[src/rtl/dmxfs_pkg.sv]
// Package for the DMX512 frame sequencer.
// Holds the event and phase types, output phase codes and the result record.
// No dependencies.
package dmxfs_pkg;

  typedef enum logic [1:0] {
    EV_WRITE = 2'd0,
    EV_TICK  = 2'd1,
    EV_EMPTY = 2'd2,
    EV_DONE  = 2'd3
  } event_e;

  typedef enum logic [2:0] {
    PH_IDLE    = 3'b001,
    PH_BREAK   = 3'b010,
    PH_SENDING = 3'b100
  } phase_e;

  localparam logic [1:0] PHASE_CODE_IDLE    = 2'd0;
  localparam logic [1:0] PHASE_CODE_BREAK   = 2'd1;
  localparam logic [1:0] PHASE_CODE_SENDING = 2'd2;

  localparam logic [7:0] BYTE_ZERO = 8'h00;

  typedef struct packed {
    logic       send_valid;
    logic       from_mem;
    logic       break_rate;
    logic       frame_done;
    logic       bad_channel;
    logic [1:0] phase;
  } result_t;

endpackage

[src/rtl/dmxfs_level_ram.sv]
// Channel level buffer for the DMX512 frame sequencer.
// One write port, one registered read port, and a zeroing sweep after reset.
// Depends on nothing outside this file.
module dmxfs_level_ram #(
  parameter int unsigned DEPTH = 512,
  parameter int unsigned AW    = 9
) (
  input  logic          clk_i,
  input  logic          rst_ni,
  input  logic          rd_en_i,
  input  logic [AW-1:0] rd_addr_i,
  output logic [7:0]    rd_data_o,
  input  logic          wr_en_i,
  input  logic [AW-1:0] wr_addr_i,
  input  logic [7:0]    wr_data_i,
  output logic          busy_o
);

  logic [7:0]    mem [DEPTH];
  logic [7:0]    rd_data_q;
  logic [AW-1:0] clr_q, clr_d;
  logic          busy_q, busy_d;

  always_comb begin
    clr_d  = clr_q;
    busy_d = busy_q;
    if (busy_q) begin
      clr_d = clr_q + AW'(1);
      if (clr_q == AW'(DEPTH - 1)) begin
        busy_d = 1'b0;
      end
    end
  end

  always_ff @(posedge clk_i or negedge rst_ni) begin
    if (!rst_ni) begin
      clr_q  <= '0;
      busy_q <= 1'b1;
    end else begin
      clr_q  <= clr_d;
      busy_q <= busy_d;
    end
  end

  always_ff @(posedge clk_i) begin
    if (busy_q) begin
      mem[clr_q] <= 8'h00;
    end else if (wr_en_i) begin
      mem[wr_addr_i] <= wr_data_i;
    end
    if (rd_en_i) begin
      rd_data_q <= mem[rd_addr_i];
    end
  end

  assign rd_data_o = rd_data_q;
  assign busy_o    = busy_q;

endmodule

[src/rtl/dmx512_frame_sequencer.sv]
// DMX512 frame sequencer, top level.
// Uses dmxfs_pkg and dmxfs_level_ram.
//
// Usage: one event per input transfer (func_i, channel_i, value_i); each
// event yields exactly one result transfer on the output channel, in order.
// A write stores a channel level, or flags bad_channel_o when the channel is
// at or beyond UNIVERSE_SIZE. A frame tick in idle sends the break byte at the
// break rate, transmit-complete in break sends the start code at the data
// rate, and each transmitter-empty while sending sends the next level; the one
// after the last level returns to idle with frame_done_o set.
// Path: an accepted event passes the pipeline stage and the output register
// before out_valid_o rises. Throughput: one event per cycle while in_ready_o
// is high; the level buffer is read when a level-sending event is taken,
// and its registered data joins that result as it enters the output register.
// Reset: a sweep zeroes all UNIVERSE_SIZE entries of the level buffer with
// in_ready_o low; phase returns to idle, channel counter to zero, data rate.
// Stall: the pipeline stage and the output register each hold one result, so
// one more event is taken while a result waits; then in_ready_o drops until
// out_ready_i returns.
module dmx512_frame_sequencer
  import dmxfs_pkg::*;
#(
  parameter int unsigned UNIVERSE_SIZE = 512
) (
  input  logic       clk_i,
  input  logic       rst_ni,
  input  logic       in_valid_i,
  output logic       in_ready_o,
  input  logic [1:0] func_i,
  input  logic [9:0] channel_i,
  input  logic [7:0] value_i,
  output logic       out_valid_o,
  input  logic       out_ready_i,
  output logic       send_valid_o,
  output logic [7:0] send_byte_o,
  output logic       break_rate_o,
  output logic       frame_done_o,
  output logic       bad_channel_o,
  output logic [1:0] phase_o
);

  localparam int unsigned AW = (UNIVERSE_SIZE > 1) ? $clog2(UNIVERSE_SIZE) : 1;
  localparam logic [10:0] UNI = 11'(UNIVERSE_SIZE);

  phase_e      phase_q, phase_d;
  logic [9:0]  next_ch_q, next_ch_d;
  logic        rate_q, rate_d;
  logic        accept;
  logic        rd_en, wr_en;
  logic [7:0]  rd_data;
  logic        ram_busy;
  result_t     res;
  result_t     s1_q;
  logic        s1_valid_q;
  logic        s1_adv;
  logic        out_valid_q;
  logic        send_valid_q, break_rate_q, frame_done_q, bad_channel_q;
  logic [7:0]  send_byte_q;
  logic [1:0]  phase_code_q;

  assign s1_adv     = s1_valid_q && (!out_valid_q || out_ready_i);
  assign in_ready_o = !ram_busy && (!s1_valid_q || s1_adv);
  assign accept     = in_valid_i && in_ready_o;

  always_comb begin
    phase_d   = phase_q;
    next_ch_d = next_ch_q;
    rate_d    = rate_q;
    rd_en     = 1'b0;
    wr_en     = 1'b0;
    res       = '0;
    unique case (event_e'(func_i))
      EV_WRITE: begin
        if ({1'b0, channel_i} < UNI) begin
          wr_en = accept;
        end else begin
          res.bad_channel = 1'b1;
        end
      end
      EV_TICK: begin
        if (phase_q == PH_IDLE) begin
          rate_d         = 1'b1;
          res.send_valid = 1'b1;
          phase_d        = PH_BREAK;
        end
      end
      EV_DONE: begin
        if (phase_q == PH_BREAK) begin
          next_ch_d      = '0;
          rate_d         = 1'b0;
          res.send_valid = 1'b1;
          phase_d        = PH_SENDING;
        end
      end
      EV_EMPTY: begin
        if (phase_q == PH_SENDING) begin
          if ({1'b0, next_ch_q} < UNI) begin
            res.send_valid = 1'b1;
            res.from_mem   = 1'b1;
            rd_en          = accept;
            next_ch_d      = next_ch_q + 10'd1;
          end else begin
            phase_d        = PH_IDLE;
            res.frame_done = 1'b1;
          end
        end
      end
      default: begin
        phase_d = phase_q;
      end
    endcase
    res.break_rate = rate_d;
    unique case (phase_d)
      PH_IDLE:    res.phase = PHASE_CODE_IDLE;
      PH_BREAK:   res.phase = PHASE_CODE_BREAK;
      PH_SENDING: res.phase = PHASE_CODE_SENDING;
      default:    res.phase = PHASE_CODE_IDLE;
    endcase
  end

  dmxfs_level_ram #(
    .DEPTH(UNIVERSE_SIZE),
    .AW   (AW)
  ) u_levels (
    .clk_i    (clk_i),
    .rst_ni   (rst_ni),
    .rd_en_i  (rd_en),
    .rd_addr_i(next_ch_q[AW-1:0]),
    .rd_data_o(rd_data),
    .wr_en_i  (wr_en),
    .wr_addr_i(channel_i[AW-1:0]),
    .wr_data_i(value_i),
    .busy_o   (ram_busy)
  );

  always_ff @(posedge clk_i or negedge rst_ni) begin
    if (!rst_ni) begin
      phase_q     <= PH_IDLE;
      next_ch_q   <= '0;
      rate_q      <= 1'b0;
      s1_valid_q  <= 1'b0;
      out_valid_q <= 1'b0;
    end else begin
      if (accept) begin
        phase_q   <= phase_d;
        next_ch_q <= next_ch_d;
        rate_q    <= rate_d;
      end
      if (accept) begin
        s1_valid_q <= 1'b1;
      end else if (s1_adv) begin
        s1_valid_q <= 1'b0;
      end
      if (s1_adv) begin
        out_valid_q <= 1'b1;
      end else if (out_ready_i) begin
        out_valid_q <= 1'b0;
      end
    end
  end

  always_ff @(posedge clk_i) begin
    if (accept) begin
      s1_q <= res;
    end
    if (s1_adv) begin
      send_valid_q  <= s1_q.send_valid;
      send_byte_q   <= s1_q.from_mem ? rd_data : BYTE_ZERO;
      break_rate_q  <= s1_q.break_rate;
      frame_done_q  <= s1_q.frame_done;
      bad_channel_q <= s1_q.bad_channel;
      phase_code_q  <= s1_q.phase;
    end
  end

  assign out_valid_o   = out_valid_q;
  assign send_valid_o  = send_valid_q;
  assign send_byte_o   = send_byte_q;
  assign break_rate_o  = break_rate_q;
  assign frame_done_o  = frame_done_q;
  assign bad_channel_o = bad_channel_q;
  assign phase_o       = phase_code_q;

endmodule
[config.mk]
export PLATFORM = sky130hd
export DESIGN_NAME = dmx512_frame_sequencer
export DESIGN_NICKNAME = d
export VERILOG_FILES = /design/src/rtl/dmxfs_pkg.sv /design/src/rtl/dmxfs_level_ram.sv /design/src/rtl/dmx512_frame_sequencer.sv
export SDC_FILE = /design/constraint.sdc
export NUM_CORES = 2
export LEC_CHECK = 0
export BUFFER_PORTS_ARGS = -buffer_cell sky130_fd_sc_hd__buf_2
export CAP_MARGIN = 20
export CORE_UTILIZATION = 53
export DETAILED_ROUTE_END_ITERATION = 7
export PLACE_DENSITY_LB_ADDON = 0.05
export SLEW_MARGIN = 20
export SYNTH_ARGS = -nofsm -noshare
export SYNTH_HDL_FRONTEND = slang
export SYNTH_SLANG_ARGS = --single-unit
export TNS_END_PERCENT = 1
[constraint.sdc]
create_clock -name clk_i -period 10.85 [get_ports clk_i]
set_clock_uncertainty 0.1 [all_clocks]
set_input_delay 0.5425 -clock clk_i [delete_from_list [all_inputs] [get_ports clk_i]]
set_output_delay 0.5425 -clock clk_i [all_outputs]
set_load 0.03 [all_outputs]
==> results.ini <==
[run_status]
status = finished, final reports clean

[clocking]
cts_max_path_buffers = 4
cts_htree_levels = 5
clk_pin_slew_ps = 60
root_buffer = clkbuf_16
clk_latency_ps = 960
cts_buffers = 419
clock_sinks = 4151
post-cts-setup-buffers = 0
cts_tree = yes

[timing]
clock.fmax_mhz = 166.3
fin_crit_ps = 6013
drv_slew = 0
worst-slew-pin-transition_ps = 1341
hold_viol_final = 0
slew_headroom = 0.09787
setup_violations = 0
rsz0062_at_grt = no
layout_worst_path_cycle_share = 0.5542
fin_setup_tns_ps = 0

[global_route]
groute.usage.overall = 0.2971
grt_start_max_net_pins = 177
first_global_vias = 79650
antenna_found_initial = 41
grt_pass1_wl_um = 633000
overflow = 0

[detailed_routing]
drt_iter0_markers = 11000
via_per_inst = 6.707
route.met2.wl_um = 211000
firstDrtPassIters = 6
wl_met1_um = 185200
wl_met3_um = 43620
postRouteWirelength_um = 455600
routed.top_layer = met5
drc = 0
routed-via-count = 81020
ant_nets = 0
routedWlPerCell_um = 37.72

[power]
vdd_drop_max_mv = 0.1430
power_density_nw_per_um2 = 177.3
leakagePower_nw = 48.29
power_mw = 31.72

[synthesis]
synth_edf_count = 4125
ys.warnings.count = 0
avgSynthCellArea_um2 = 21.23
synthArstFlopShare = 0.006264
ys.flop_type = edfxtp_1
syn_area_um2 = 160800
yosysSeqAreaShare = 0.7746
synth-seq-cells = 4151
yosysUniqueCellTypes = 78
synth_nets = 7600
syn_inst = 7573

[finish]
final_util = 0.5949
nNetsFinal = 7788
design_area_um2 = 178900
drive_gt1_frac = 0.2325
syn2layout_area_growth_pct = 11.31
stdcell_count = 12080
layout_common_cells = edfxtp_1 (4125), mux4_2 (966), nor2_1 (569), clkbuf_16 (424), mux2i_1 (277)
mostFrequentLayoutCell = edfxtp_1

[placement]
dpl-instance-area_um2 = 165500
io_buffers = 39
gp_congestion = 0.8642
dp.cells = 11290
hpwl_um = 269100

[worst_setup_path]
r2r-start = next_ch_q[0]$_DFFE_PN0P_
arrival_ps = 6620
cp_max_fo = 84
startpoint_type = flip-flop
crit_type = reg2reg
crit_required_ps = 11460
critPathLaunch = next_ch_q[0]$_DFFE_PN0P_
end_kind = flip-flop

[die]
dieArea_um2 = 305500
row_count = 201
io_pins = 40
core_area_um2 = 300800
die_h_um = 552.8
start_util = 0.5345
die_w_um = 552.8

[job]
maxCapViolations = 0

[hold_path]
hp-class = in2reg
min_from = value_i[3]

layout make-up:
class	instances	area [µm²]
Sequential cell	4151	124500
Fill cell	21610	121800
Multi-Input combinational cell	2940	34060
Clock buffer	507	10920
Tap cell	3958	4952
Clock inverter	253	2341
Timing Repair Buffer	237	2014
Antenna cell	22	55.05
Inverter	12	52.55
timing repair:
action	4_1_cts	5_1_grt
hold buffers	8	0
hold endpoints to repair	58	0
endpoints found under the setup margin	0	0
gates resized for setup	0	0
metal layers:
metal,vias to the layer above,track usage
li1,32090,-
met1,43930,0.4376
met2,4211,0.4495
met3,776,0.06032
met4,14,0.09755
met5,-,0.001563
logic make-up (layout without fill, tap and decap cells):
family | after synthesis | after routing | share of synthesized area
other | 0 | 22 | 0
multiplexers | 1259 | 1259 | 0.1537
adder cells (fa/ha/maj) | 3 | 3 | 0.0002335
flip-flops | 4151 | 4151 | 0.7746
AND/OR/NAND/NOR | 988 | 988 | 0.02568
AO/OA/AOI/OAI | 681 | 681 | 0.02987
buffers and inverters | 482 | 1009 | 0.01548
XOR/XNOR | 9 | 9 | 0.0004903
state kept, by name, summed over array words and instances (netlist names):
name,cells
u_levels.mem,4096
s1_valid_q,1
bad_channel_o,1
next_ch_q,10
rate_q,1
frame_done_o,1
u_levels.rd_data_o,8
out_valid_o,1
u_levels.busy_o,1
send_valid_o,1
phase_o,2
u_levels.clr_q,9
phase_q,3
break_rate_o,1
send_byte_o,8
s1_q,7
critical path, cell delays in order, from the launching register on:
cell	delay (ps)
dfrtp_4	920
buf_12	570
buf_12	530
mux4_2	580
a22o_1	250
a221oi_1	660
o22ai_1	230
nor3_1	890
nor3_1	300
o311a_1	410
synth_stat cells (all sizes together) (20+ instances only):
| library cell | n | area (µm²) |
|---|---|---|
| a21oi | 107 | 535.5 |
| o21ai | 82 | 410.4 |
| nor3 | 22 | 110.1 |
| edfxtp | 4125 | 123900 |
| o221ai | 42 | 367.9 |
| nor2b | 20 | 125.1 |
| and2 | 24 | 150.1 |
| mux4 | 966 | 21760 |
| a31oi | 23 | 143.9 |
| o22ai | 55 | 344.1 |
| nand2 | 227 | 852.1 |
| buf | 267 | 1682 |
| a22o | 29 | 254.0 |
| clkbuf | 203 | 762.0 |
| dfrtp | 24 | 600.6 |
| mux2i | 277 | 2773 |
| a221oi | 50 | 437.9 |
| a211oi | 64 | 480.5 |
| a22oi | 144 | 1081 |
| nor2 | 581 | 2181 |
| nand3 | 35 | 175.2 |
power by group:
part / switching [mW] / total, mW / internal [mW] / leakage, nW
registers: 0.00242 / 17.5 / 17.4 / 32.8
logic: 0.130 / 0.148 / 0.0180 / 9.02
clock network: 6.12 / 14.1 / 8.00 / 6.49
worst paths after layout:
| path | slack, ps | cells past startpoint | endpoint |
|---|---|---|---|
| max | 4840 | 9 | u_levels.rd_data_o[6]$_DFFE_PP_ |
| min | 90 | 2 | u_levels.mem[190][3]$_DFFE_PP_ |
| max reg2reg | 4840 | 9 | u_levels.rd_data_o[6]$_DFFE_PP_ |
| min reg2reg | 320 | 0 | bad_channel_o$_DFFE_PP_ |
| max in group asynchronous | 9630 | 2 | next_ch_q[3]$_DFFE_PN0P_ |
| min in group asynchronous | 300 | 2 | u_levels.clr_q[4]$_DFFE_PN0P_ |
metrics by stage:
step	hold WS, ps	setup slack (ps)
final	89.61	4837
after global routing	78.51	4737
after CTS	32.91	4982
after detailed placement	306.2	5017
after global placement	301.5	4864
after floorplan	146.9	1333
Power figures use the tool's default switching activity.
